`config.mk`:
```
export PLATFORM = sky130hd
export DESIGN_NAME = gif_lzw_front_flat
export DESIGN_NICKNAME = d
export VERILOG_FILES = /design/src/rtl/core/gif_lzw_pkg.sv /design/src/rtl/core/gif_lzw_pix_if.sv /design/src/rtl/core/gif_lzw_front.sv /design/src/flat_wrapper.sv
export SDC_FILE = /design/constraint.sdc
export NUM_CORES = 1
export LEC_CHECK = 0
export ABC_CLOCK_PERIOD_IN_PS = 2850
export BUFFER_PORTS_ARGS = -buffer_cell sky130_fd_sc_hd__buf_2
export CORE_ASPECT_RATIO = 0.7
export CORE_MARGIN = 10
export CORE_UTILIZATION = 35
export CTS_BUF_LIST = sky130_fd_sc_hd__clkbuf_16
export CTS_CLUSTER_DIAMETER = 60
export DETAILED_ROUTE_END_ITERATION = 10
export HOLD_SLACK_MARGIN = 0.1
export PLACE_DENSITY = 0.68
export SLEW_MARGIN = 20
export SYNTH_ARGS = -nofsm -noshare
export SYNTH_HDL_FRONTEND = slang
export SYNTH_SLANG_ARGS = --single-unit
export TNS_END_PERCENT = 5
```
`constraint.sdc`:
```
create_clock -name clk -period 2.85 [get_ports clk]
set_input_delay 0.285 -clock clk [delete_from_list [all_inputs] [get_ports clk]]
set_output_delay 0.285 -clock clk [all_outputs]
set_load 0.05 [all_outputs]
```
`src/rtl/core/gif_lzw_pkg.sv`:
```
`timescale 1ns / 1ps
`default_nettype none
// -----------------------------------------------------------------------------
// gif_lzw_pkg
// Shared types and constants of the GIF LZW code stream encoder.
// -----------------------------------------------------------------------------
package gif_lzw_pkg;

	localparam int SYM_BITS   = 8;
	localparam int EPOCH_BITS = 8;

	localparam logic [3:0] MCS_MIN   = 4'd2;
	localparam logic [3:0] MCS_MAX   = 4'd8;
	localparam logic [3:0] MCS_RESET = 4'd8;

	// register index, taken from paddr[2]
	localparam logic REG_CODE_SIZE = 1'b0;

	localparam logic [31:0] HASH_MULT = 32'h9E37_79B1;

	typedef struct packed {
		logic [SYM_BITS-1:0] sym;
		logic                last;
	} pix_item_t;

	typedef struct packed {
		logic [3:0] mcs;    // clamped min code size
		logic       clear;  // config write: abandon the image
	} cfg_ctl_t;

	function automatic logic [3:0] eff_mcs(input logic [3:0] raw);
		if (raw < MCS_MIN) begin
			return MCS_MIN;
		end else if (raw > MCS_MAX) begin
			return MCS_MAX;
		end
		return raw;
	endfunction

endpackage
`default_nettype wire

```
`src/rtl/core/gif_lzw_pix_if.sv`:
```
`timescale 1ns / 1ps
`default_nettype none
// -----------------------------------------------------------------------------
// gif_lzw_pix_if
// Pixel request channel: palette index and last flag.
// -----------------------------------------------------------------------------
interface gif_lzw_pix_if;
	logic       valid;
	logic       ready;
	logic [7:0] pixel_index;
	logic       last_pixel;

	modport source (output valid, output pixel_index, output last_pixel, input ready);
	modport sink   (input valid, input pixel_index, input last_pixel, output ready);
endinterface
`default_nettype wire

```
`src/rtl/core/gif_lzw_front.sv`:
```
`timescale 1ns / 1ps
`default_nettype none
// -----------------------------------------------------------------------------
// gif_lzw_front
// Accepts pixels, masks them to the code size and queues them (two deep).
// -----------------------------------------------------------------------------
module gif_lzw_front import gif_lzw_pkg::*; (
	input  logic              clk,
	input  logic              arst_n,
	input  logic [3:0]        mcs,
	input  logic              hold,
	gif_lzw_pix_if.sink       pix,
	output logic              q_valid,
	output pix_item_t         q_item,
	input  logic              q_pop
);
	pix_item_t  slot_q [2];
	logic       wr_q;
	logic       rd_q;
	logic [1:0] cnt_q;
	logic [8:0] mask;
	logic       push;

	assign mask      = (9'd1 << mcs) - 9'd1;
	assign pix.ready = (cnt_q != 2'd2) && !hold;
	assign push      = pix.valid && pix.ready;
	assign q_valid   = cnt_q != 2'd0;
	assign q_item    = slot_q[rd_q];

	always_ff @(posedge clk or negedge arst_n) begin
		if (!arst_n) begin
			wr_q  <= 1'b0;
			rd_q  <= 1'b0;
			cnt_q <= 2'd0;
		end else begin
			if (push) begin
				slot_q[wr_q].sym  <= pix.pixel_index & mask[7:0];
				slot_q[wr_q].last <= pix.last_pixel;
				wr_q              <= !wr_q;
			end
			if (q_pop && q_valid) begin
				rd_q <= !rd_q;
			end
			cnt_q <= cnt_q + 2'(push) - 2'(q_pop && q_valid);
		end
	end
endmodule
`default_nettype wire

```
`src/flat_wrapper.sv`:
```
// flat-port wrapper written by rule: the top's interface ports become plain ports
module gif_lzw_front_flat import gif_lzw_pkg::*;
  (clk, arst_n, mcs, hold, q_valid, q_item, q_pop, pix_valid, pix_pixel_index, pix_last_pixel, pix_ready);
  gif_lzw_pix_if pix_i ();
  input  logic clk;
  input  logic arst_n;
  input  logic [3:0] mcs;
  input  logic hold;
  output logic q_valid;
  output pix_item_t q_item;
  input  logic q_pop;
  input wire logic [$bits(pix_i.valid)-1:0] pix_valid;
  input wire logic [$bits(pix_i.pixel_index)-1:0] pix_pixel_index;
  input wire logic [$bits(pix_i.last_pixel)-1:0] pix_last_pixel;
  output wire logic [$bits(pix_i.ready)-1:0] pix_ready;
  assign pix_i.valid = pix_valid;
  assign pix_i.pixel_index = pix_pixel_index;
  assign pix_i.last_pixel = pix_last_pixel;
  assign pix_ready = pix_i.ready;
  gif_lzw_front u_core (.clk(clk), .arst_n(arst_n), .mcs(mcs), .hold(hold), .pix(pix_i), .q_valid(q_valid), .q_item(q_item), .q_pop(q_pop));
endmodule
```
# Yosys cells after proc, flatten, opt, wreduce, memory -nomap -nowiden
# Memory sizes are Yosys's and may differ from the RTL's.
# Cells that the tools add are included.
# classes
n_bitwise	1
reduce_logical	8
shift	1
addsub	3
n_eq_ne	1
muxes	2
# op_table
operator	n
$and A8 B8 Y8	1
$shl A1 B4 Y8 const A	1
$sub A8 B1 Y8 const B	1
$logic_and A1 B1 Y1	4
$logic_not A1 Y1	3
$add A2 B1 Y2	1
$mux W1	2
$ne A2 B2 Y1 const B	1
$reduce_bool A2 Y1	1
$sub A2 B1 Y2	1
# totals
reg_bits	4
word_cells	20
out_inout_bits	11
inputBits	18
n_memories	1
mem_bits_rw	18
# mem_list
memory	words	word_bits	read_ports	rd_clocked_by_memory_dff	wr	line	text
u_core.slot_q	2	9	1	0	1	gif_lzw_front.sv:17	pix_item_t slot_q [2];

# Logic depth before layout (Yosys ltp)
# Gate-level depths: netlist of the first run.
# depth
word_depth	6
mapped_depth	6
ltp_nobuf	6

# Worst setup path before layout of the first run
# OpenSTA, ideal clock, no wires.
# synth_timing
path_kind	register to register
startpoint	register u_core.cnt_q[0]
endpoint	register u_core.cnt_q[1]
period_less_slack_ns	1.754
arrival_time_ns	1.631
setup_ns	0.123
path_stages_with_launch	7
path_slack_ns	1.096
cell_sequence	dfrtp_1 > or2_1 > and2_1 > ha_1 > inv_1 > ha_1 > xnor2_1
# synth_via
word_cells_on_any_way	7
classes_between	add/sub (2); eq/ne (1); reduce/logical (4)
# synth_lines
item	line	text
from (decl)	gif_lzw_front.sv:20	logic [1:0] cnt_q;
from (signal assigned)	gif_lzw_front.sv:44	cnt_q <= cnt_q + 2'(push) - 2'(q_pop && q_valid);
$reduce_bool A2 Y1	gif_lzw_front.sv:27	assign q_valid = cnt_q != 2'd0;
named net q_valid	flat_wrapper.sv:9	output logic q_valid;
$logic_and A1 B1 Y1	gif_lzw_front.sv:44	
$sub A2 B1 Y2	gif_lzw_front.sv:44	
# The timed path passes the listed nets, and every way through them passes these cells.
# A chain may end at the register's enable or synchronous reset.

==> results.cfg, run 1 <==
[outcome]
status = completed

[timing]
fin_setup_tns_ns = 0
setup_viol = 0
fin_crit_ns = 1.77
timing.max_slew.rel_slack_pct = 69.0
hold_viol = 0
slew_viol_final = 0
grt_setup_unrepaired = no
worstMarginPinSlew_ns = 0.464
finalClockSkew_ns = 0.00164
post-route-period-util_pct = 62.2
max_freq_mhz = 564

[setup_path]
critPathKind = flop to primary output
crit_fanout = 10
cp_data_required_time_ns = 2.57
worstSetupStartpointType = flop
path_cells = mux2_2, buf_2
arrival_ns = 1.49
max_stage_delay_ns = 0.63
endpoint_kind = primary output
cp_slowest_cell = dfrtp_1

[synthesis]
synthesis.area_um2 = 1010
yosys.area_share.adder_pct = 3.70
ys_types = 24
synth-xor-area-share_pct = 4.32
synth_compound_area_share_pct = 2.96
syn-instance-count = 69
ys_async_sr_fraction_pct = 18.2
syn-num-nets = 90
synth_simple_gate_area_share_pct = 14.6
synth_top_family_by_area = simple AND/OR/NAND/NOR gates
yosys_warnings = 0
synth_edf_count = 18
ys_ff_latch = 22
synth_mux_area_share_pct = 10.0
avgSynthCellArea_um2 = 14.7
synth_ff_type = edfxtp_1
ys_seq_area_share_pct = 63.2

[detailed_routing]
ant_nets = 0
drtIter0Drc = 29
firstDrtPassIters = 4
routedWlPerCell_um = 14.4
via_per_inst = 4.66
vias = 639
wl_um = 1980
drc_errors = 0

[floorplanning]
core-area_um2 = 2780
die-area_um2 = 5480
dieHeight_um = 65.0
die_w_um = 84.3
ioPinCount = 29
start_util_pct = 36.4
rows = 16

[final_layout]
n_antenna_cell = 0
post-route-util_pct = 46.1
fin_nets = 123
finalNonFillerCells = 137
layout-drive-gt1-share_pct = 41.6
area_delta_synth_final_pct = 26.5

[clocking]
postCtsSetupBuffers = 0
cts_tree = done
post_cts_resized = 0
htreeDepth = 1
cts_root_buf = clkbuf_16
numCtsBuffers = 3
cts.sinks = 22
clk_latency_ns = 0.25
clockBufferDepth = 2
clk_pin_slew_ns = 0.06

[place]
dpl.cell_count = 132
hpwl_um = 1560
port_buffers = 28
routabilityCongestion = 0.738

[pwr]
ir_drop_mv = 0.371
design_power_total_uw = 1180
p_leak_uw = 0.000513
p_per_area_nw_per_um2 = 917

[global_routing]
grt_pass1_wl_um = 3190
grt_max_degree = 13
grt_usage_pct = 7.48
grt_overflow = 0
antenna_found_initial = 0
grt_pass1_vias = 654

[job]
cap_violations = 0

[min_path]
min_path_type = input pin to flop
[cell families after synthesis]
group	count (synthesis)
AOI/OAI and AO/OA	5
xor gates and xnor gates	5
adders and majority gates	3
buffers and inverters	3
DFF	22
muxes	9
and+or+nand+nor	22
[registers in the layout (all words and copies together), names as in the netlist]
register       flops
u_core.rd_q        1
u_core.slot_q     18
u_core.cnt_q       2
u_core.wr_q        1
[Yosys cell counts (2+ instances only)]
master    number  area [µm²]
xor2_1         3        26.3
inv_1          2        7.51
xnor2_1        2        17.5
mux2_2         9         101
nor2b_1        5        31.3
edfxtp_1      18         541
ha_1           3        37.5
and2_1         4        25.0
dfrtp_1        4         100
nor2_1         4        15.0
a21oi_1        2        10.0
[stage by stage]
step / hold WS (ns) / instance area (µm²) / setup slack (ns)
floorplan: -0.0106 / 1010 / 1.10
global placement: 0.102 / 1190 / 1.20
detailed placement: 0.107 / 1190 / 1.17
CTS: 0.224 / 1280 / 1.05
global route: 0.224 / 1280 / 1.02
finish: 0.228 / 1280 / 1.08
[cells in the final DEF, fill, tap and decap left out]
| master | count |
|---|---|
| a21oi_1 | 2 |
| and2_1 | 4 |
| and3_1 | 1 |
| and3b_1 | 1 |
| buf_2 | 28 |
| clkbuf_16 | 3 |
| clkinv_1 | 1 |
| dfrtp_1 | 4 |
| dlygate4sd3_1 | 1 |
| edfxtp_1 | 18 |
| ha_1 | 3 |
| inv_1 | 2 |
| mux2_2 | 9 |
| nand2_1 | 1 |
| nand3_1 | 1 |
| nand3b_1 | 1 |
| nor2_1 | 4 |
| nor2b_1 | 5 |
| nor3_1 | 1 |
| nor3b_4 | 1 |
| nor4b_2 | 1 |
| o211ai_1 | 1 |
| o21a_1 | 1 |
| o21ai_0 | 1 |
| or2_1 | 1 |
| xnor2_1 | 2 |
| xor2_1 | 3 |
[routing by layer]
layer	track usage, %	vias up	wire, µm
met1	9.35	302	951
met3	3.87	2	166
li1	-	315	-
met2	11.1	20	854
met5	0	-	0
met4	1.88	0	8
[power by group]
| group | internal [µW] | switching [µW] |
|---|---|---|
| Combinational | 150 | 288 |
| Clock | 187 | 100 |
| Sequential | 400 | 50.1 |
| Total | 737 | 438 |
[cell type report]
type / instances / area [µm²]
clock buffers: 3 / 75.1
clock inverters: 1 / 3.75
fillers: 254 / 1500
inverters: 2 / 7.51
multi-input cells: 44 / 360
flip-flops and latches: 22 / 641
well taps: 36 / 45.0
repair buffers: 29 / 150
[worst max-delay path: cells and delay by family, from the launching register on]
kind                   cells  cell delay [ns]
buffers and inverters      1             0.21
multiplexers               1             0.40
flip-flops                 1             0.63
[path summary, 6_finish.rpt]
kind	end	startpoint	depth (start not counted)	slack, ns
min reg2reg	u_core.wr_q	u_core.wr_q	1	0.48
min in group asynchronous	u_core.wr_q	arst_n	2	0.40
max in group asynchronous	u_core.rd_q	arst_n	2	2.32
max	q_item[6]	u_core.rd_q	2	1.08
min	u_core.slot_q[1][0]	pix_last_pixel	1	0.23
max reg2reg	u_core.slot_q[0][5]	u_core.cnt_q[1]	3	1.18
[what timing repair did]
item | in CTS | in global routing
endpoints found under the setup margin | 0 | 0
endpoints found under the hold margin | 4 | 0
hold buffers | 1 | 0
No activity file was read; power rests on OpenSTA's default activity.
==> run 2: changes to the inputs <==
Settings changed: ABC_CLOCK_PERIOD_IN_PS 2850 to 1550, PLACE_DENSITY 0.68 to 0.7.
Clock period 2.85 ns to 1.55 ns, I/O delays scaled along.
==> run 2 against run 1 <==
Count of clock-buffer cells in the layout unchanged. First-iteration DRC count down 31%. Sequential cell count unchanged. Clock power increased by 83%. Critical path type unchanged. Critical endpoint is now q_item[4].
==> results.cfg, run 2 (synthesis results as in run 1) <==
[timing]
finalClockSkew_ns = 0.000910
max_freq_mhz = 672
setup_viol = 0
hold_slack_ns = 0.208
worstMarginPinSlew_ns = 0.292
timing.max_slew.rel_slack_pct = 80.5
grt_setup_unrepaired = yes
fin_crit_ns = 1.49
slew_viol_final = 0
hold_viol = 0
post-route-period-util_pct = 96.0

[floorplanning]
core-area_um2 = 2780
dieHeight_um = 65.0
die_w_um = 84.3
rows = 16
die-area_um2 = 5480
start_util_pct = 36.4
ioPinCount = 29

[place]
port_buffers = 28
place_area_um2 = 1250
hpwl_um = 1540
routabilityCongestion = 0.737

[final_layout]
top_register = u_core.slot_q
n_antenna_cell = 0
nFillCells = 252
area_delta_synth_final_pct = 33.8
post-route-util_pct = 48.7
largest_reg_flops = 18
fin_nets = 128
layout-drive-gt1-share_pct = 47.2
mostFrequentLayoutCell = buf_2
reg_top3 = u_core.slot_q: 18 flops, u_core.cnt_q: 2 flops
final_cell_mix = 28 x buf_2, 18 x edfxtp_1, 9 x mux2_2
fin_area_um2 = 1360

[clocking]
cts_tree = done
clk_pin_slew_ns = 0.06
htreeDepth = 1
clk_latency_ns = 0.25
clockBufferDepth = 2
cts.sinks = 22
numCtsBuffers = 3
cts_root_buf = clkbuf_16

[setup_path]
crit_start = u_core.rd_q
path_cells = mux2_2, buf_2
critPathBufInv = 1
critPathKind = flop to primary output
cp_data_required_time_ns = 1.39
r2r-start = u_core.cnt_q[1]
cp_slowest_cell = dfrtp_2
endpoint_kind = primary output
arrival_ns = 1.33
crit_fanout = 10
max_stage_delay_ns = 0.50
cp_top_family = flip-flops
worstSetupStartpointType = flop

[global_routing]
grt_pass1_wl_um = 3250
grt_overflow = 0
antenna_found_initial = 0
grt_max_degree = 13
grt_pass1_vias = 673
grt_usage_pct = 7.40

[detailed_routing]
drc_errors = 0
via_per_inst = 4.54
ant_nets = 0
routedWlPerCell_um = 13.9
firstDrtPassIters = 2
vias = 644
wl_um = 1970
drtIter0Drc = 20

[min_path]
min_path_type = input pin to flop
min-delay-start = pix_pixel_index[2]

[outcome]
status = completed

[pwr]
p_leak_uw = 0.000548
ir_drop_mv = 0.749
p_per_area_nw_per_um2 = 1650

[job]
cap_violations = 0
[run 2: report_power, final]
part / internal, µW / switching [µW]
Clock: 343 / 183
Combinational: 337 / 543
Sequential: 739 / 87.1
Total: 1420 / 813
[run 2: cell type report]
type | count | area [µm²] | area share (%)
clock buffers | 3 | 75.1 | 5.54
well taps | 36 | 45.0 | 3.32
inverters | 2 | 7.51 | 0.554
clock inverters | 1 | 3.75 | 0.277
multi-input cells | 44 | 368 | 27.1
repair buffers | 34 | 215 | 15.9
flip-flops and latches | 22 | 642 | 47.3
[run 2: metrics by stage]
step	power [µW]	setup WS, ns	instances	TNS, ns
5_1_grt	2360	-0.00128	142	-0.00128
4_1_cts	2250	0.0299	140	0
6_report	2230	0.0618	142	0
3_5_place_dp	1710	0.0583	135	0
2_1_floorplan	1490	0.00441	69	0
3_3_place_gp	1680	0.0994	135	0
[run 2: timing repair]
item	in CTS	in global routing
setup buffers	0	1
setup endpoints to repair	9	3
gates cloned	0	0
hold buffers	1	1
endpoints found under the hold margin	4	2
resized for setup	1	0
[run 2: layer usage]
layer / vias up / track usage (%) / routed length [µm] / share of wire, %
met3: 2 / 2.50 / 84 / 4.3
met4: 0 / 4.38 / 29 / 1.5
li1: 323 / - / - / -
met5: - / 0 / 0 / 0
met2: 16 / 11.7 / 942 / 48
met1: 303 / 8.55 / 915 / 46
[run 2: worst reg2reg max path, delay by kind of cell (launching register included)]
kind	cells	cell delay (ns)
buffers and inverters	1	0.06
adder cells (fa/ha/maj)	2	0.52
AND/OR/NAND/NOR	2	0.39
flip-flops	1	0.40
[run 2: worst paths after layout]
path                                  endpoint  slack [ns]  cells after the start
max in group asynchronous          u_core.rd_q        1.12                      2
max                                  q_item[4]        0.06                      2
min reg2reg                        u_core.wr_q        0.48                      1
max reg2reg                    u_core.cnt_q[0]        0.06                      5
min in group asynchronous      u_core.cnt_q[1]        0.28                      2
min                        u_core.slot_q[0][3]        0.21                      2
==> run 3: changes to the inputs <==
Settings changed: RECOVER_POWER set to 100.
==> run 3 against run 2 <==
Setup slack worse by 0.012 ns. Register-to-register slack hardly changed. Wire length stayed put. Die area stayed put. Final area is 1.3% lower. Via count is 0.47% lower. Combinational power is 1% lower. Critical path depth stayed put. Non-clock buffer count stayed put. Worst hold slack better by 0.0028 ns. First-iteration DRC count is 5.0% higher. Core utilization is 0.63 points lower.
==> results.cfg, run 3 (synthesis results as in run 1) <==
[detailed_routing]
routedWlPerCell_um = 13.9
wl_um = 1970
drc_errors = 0
drtIter0Drc = 21
firstDrtPassIters = 2
via_per_inst = 4.51
ant_nets = 0
vias = 641

[clocking]
cts_tree = done
cts.sinks = 22
clk_latency_ns = 0.25
htreeDepth = 1
numCtsBuffers = 3
clk_pin_slew_ns = 0.06
cts_root_buf = clkbuf_16
clockBufferDepth = 2

[pwr]
p_per_area_nw_per_um2 = 1660
p_clk_share_pct = 23.7
design_power_total_uw = 2220
comb_power_share_pct = 39.2
intPower_uw = 1410
seq_power_share_pct = 37.2
p_leak_uw = 0.000533
power.switching_uw = 813
switching_share_pct = 36.6
ir_drop_mv = 0.749

[final_layout]
top_register = u_core.slot_q
reg_top3 = u_core.slot_q: 18 flops, u_core.cnt_q: 2 flops
fin_area_um2 = 1340
fin_nets = 128
n_antenna_cell = 0
layout-drive-gt1-share_pct = 43.4
area_delta_synth_final_pct = 32.1
mostFrequentLayoutCell = buf_2
largest_reg_flops = 18
final_cell_mix = 20 x buf_2, 18 x edfxtp_1, 9 x mux2_2

[job]
cap_violations = 0

[floorplanning]
rows = 16
die-area_um2 = 5480
ioPinCount = 29
dieHeight_um = 65.0
die_w_um = 84.3
start_util_pct = 36.4
core-area_um2 = 2780

[setup_path]
arrival_ns = 1.35
r2r_cells = 5
crit_fanout = 10
critPathKind = flop to primary output
cp_data_required_time_ns = 1.39
worstSetupStartpointType = flop
endpoint_kind = primary output

[timing]
setup_viol = 0
post-route-period-util_pct = 96.8
hold_viol = 0
fin_crit_ns = 1.50
timing.max_slew.rel_slack_pct = 77.2
setup_slack_ns = 0.0494
slew_viol_final = 0
worstMarginPinSlew_ns = 0.342
max_freq_mhz = 666
grt_setup_unrepaired = yes
finalClockSkew_ns = 0.00107

[global_routing]
grt_pass1_wl_um = 3250
grt_pass1_vias = 673
antenna_found_initial = 0
grt_max_degree = 13
grt_usage_pct = 7.40
grt_overflow = 0

[place]
port_buffers = 28
place_area_um2 = 1250
hpwl_um = 1540
place_ws_ns = 0.0583
routabilityCongestion = 0.737

[min_path]
min_path_type = input pin to flop
holdPathStages = 3

[outcome]
status = completed
## run 3: worst paths after layout
kind	from	end	slack [ns]
setup / recovery	u_core.rd_q	q_item[5]	0.05
hold / removal	q_pop	u_core.rd_q	0.21
setup reg to reg	u_core.cnt_q[1]	u_core.cnt_q[0]	0.06
hold reg to reg	u_core.wr_q	u_core.wr_q	0.48
max in group asynchronous	arst_n	u_core.rd_q	0.98
min in group asynchronous	arst_n	u_core.cnt_q[1]	0.33
## run 3: per-layer routing
layer  share of wire (%)  vias up  global-route usage [%]  wire length (µm)
li1                    -      323                       -                 -
met1                  46      300                    8.55               913
met2                  48       16                    11.7               942
met3                 4.4        2                    2.50                86
met4                 1.5        0                    4.38                29
met5                   0        -                       0                 0
## run 3: power by group through the flow
stage / clock network [µW] / logic, µW / registers (µW)
after floorplan: 0 / 716 / 778
after global placement: 0 / 849 / 836
after detailed placement: 0 / 865 / 842
after CTS: 541 / 871 / 833
after global routing: 575 / 933 / 843
final: 527 / 870 / 826
## run 3: cell type report
type,instances,area [µm²]
fillers,254,1440
flip-flops and latches,22,642
multi-input cells,44,368
repair buffers,34,198
clock buffers,3,75.1
well taps,36,45.0
inverters,2,7.51
clock inverters,1,3.75
## run 3: worst max-delay path, stage by stage, from the launching register on
cell and delay (ns):
dfrtp_2 0.50, mux2_2 0.36, clkbuf_2 0.23
## run 3: what timing repair did
item                                    in CTS  in global routing
hold buffers                                 1                  1
endpoints found under the setup margin       9                  3
buffers inserted                             0                  1
endpoints found under the hold margin        4                  2
resized for setup                            1                  0
## run 3: metrics by stage
step	utilization, %	TNS, ns	hold WS, ns	instances
final	48.1	0	0.210	142
after global routing	48.1	-0.00128	0.230	142
after CTS	48.1	0	0.103	140
after detailed placement	44.9	0	-0.0254	135
after global placement	44.9	0	-0.0281	135
after floorplan	-	0	-0.141	69
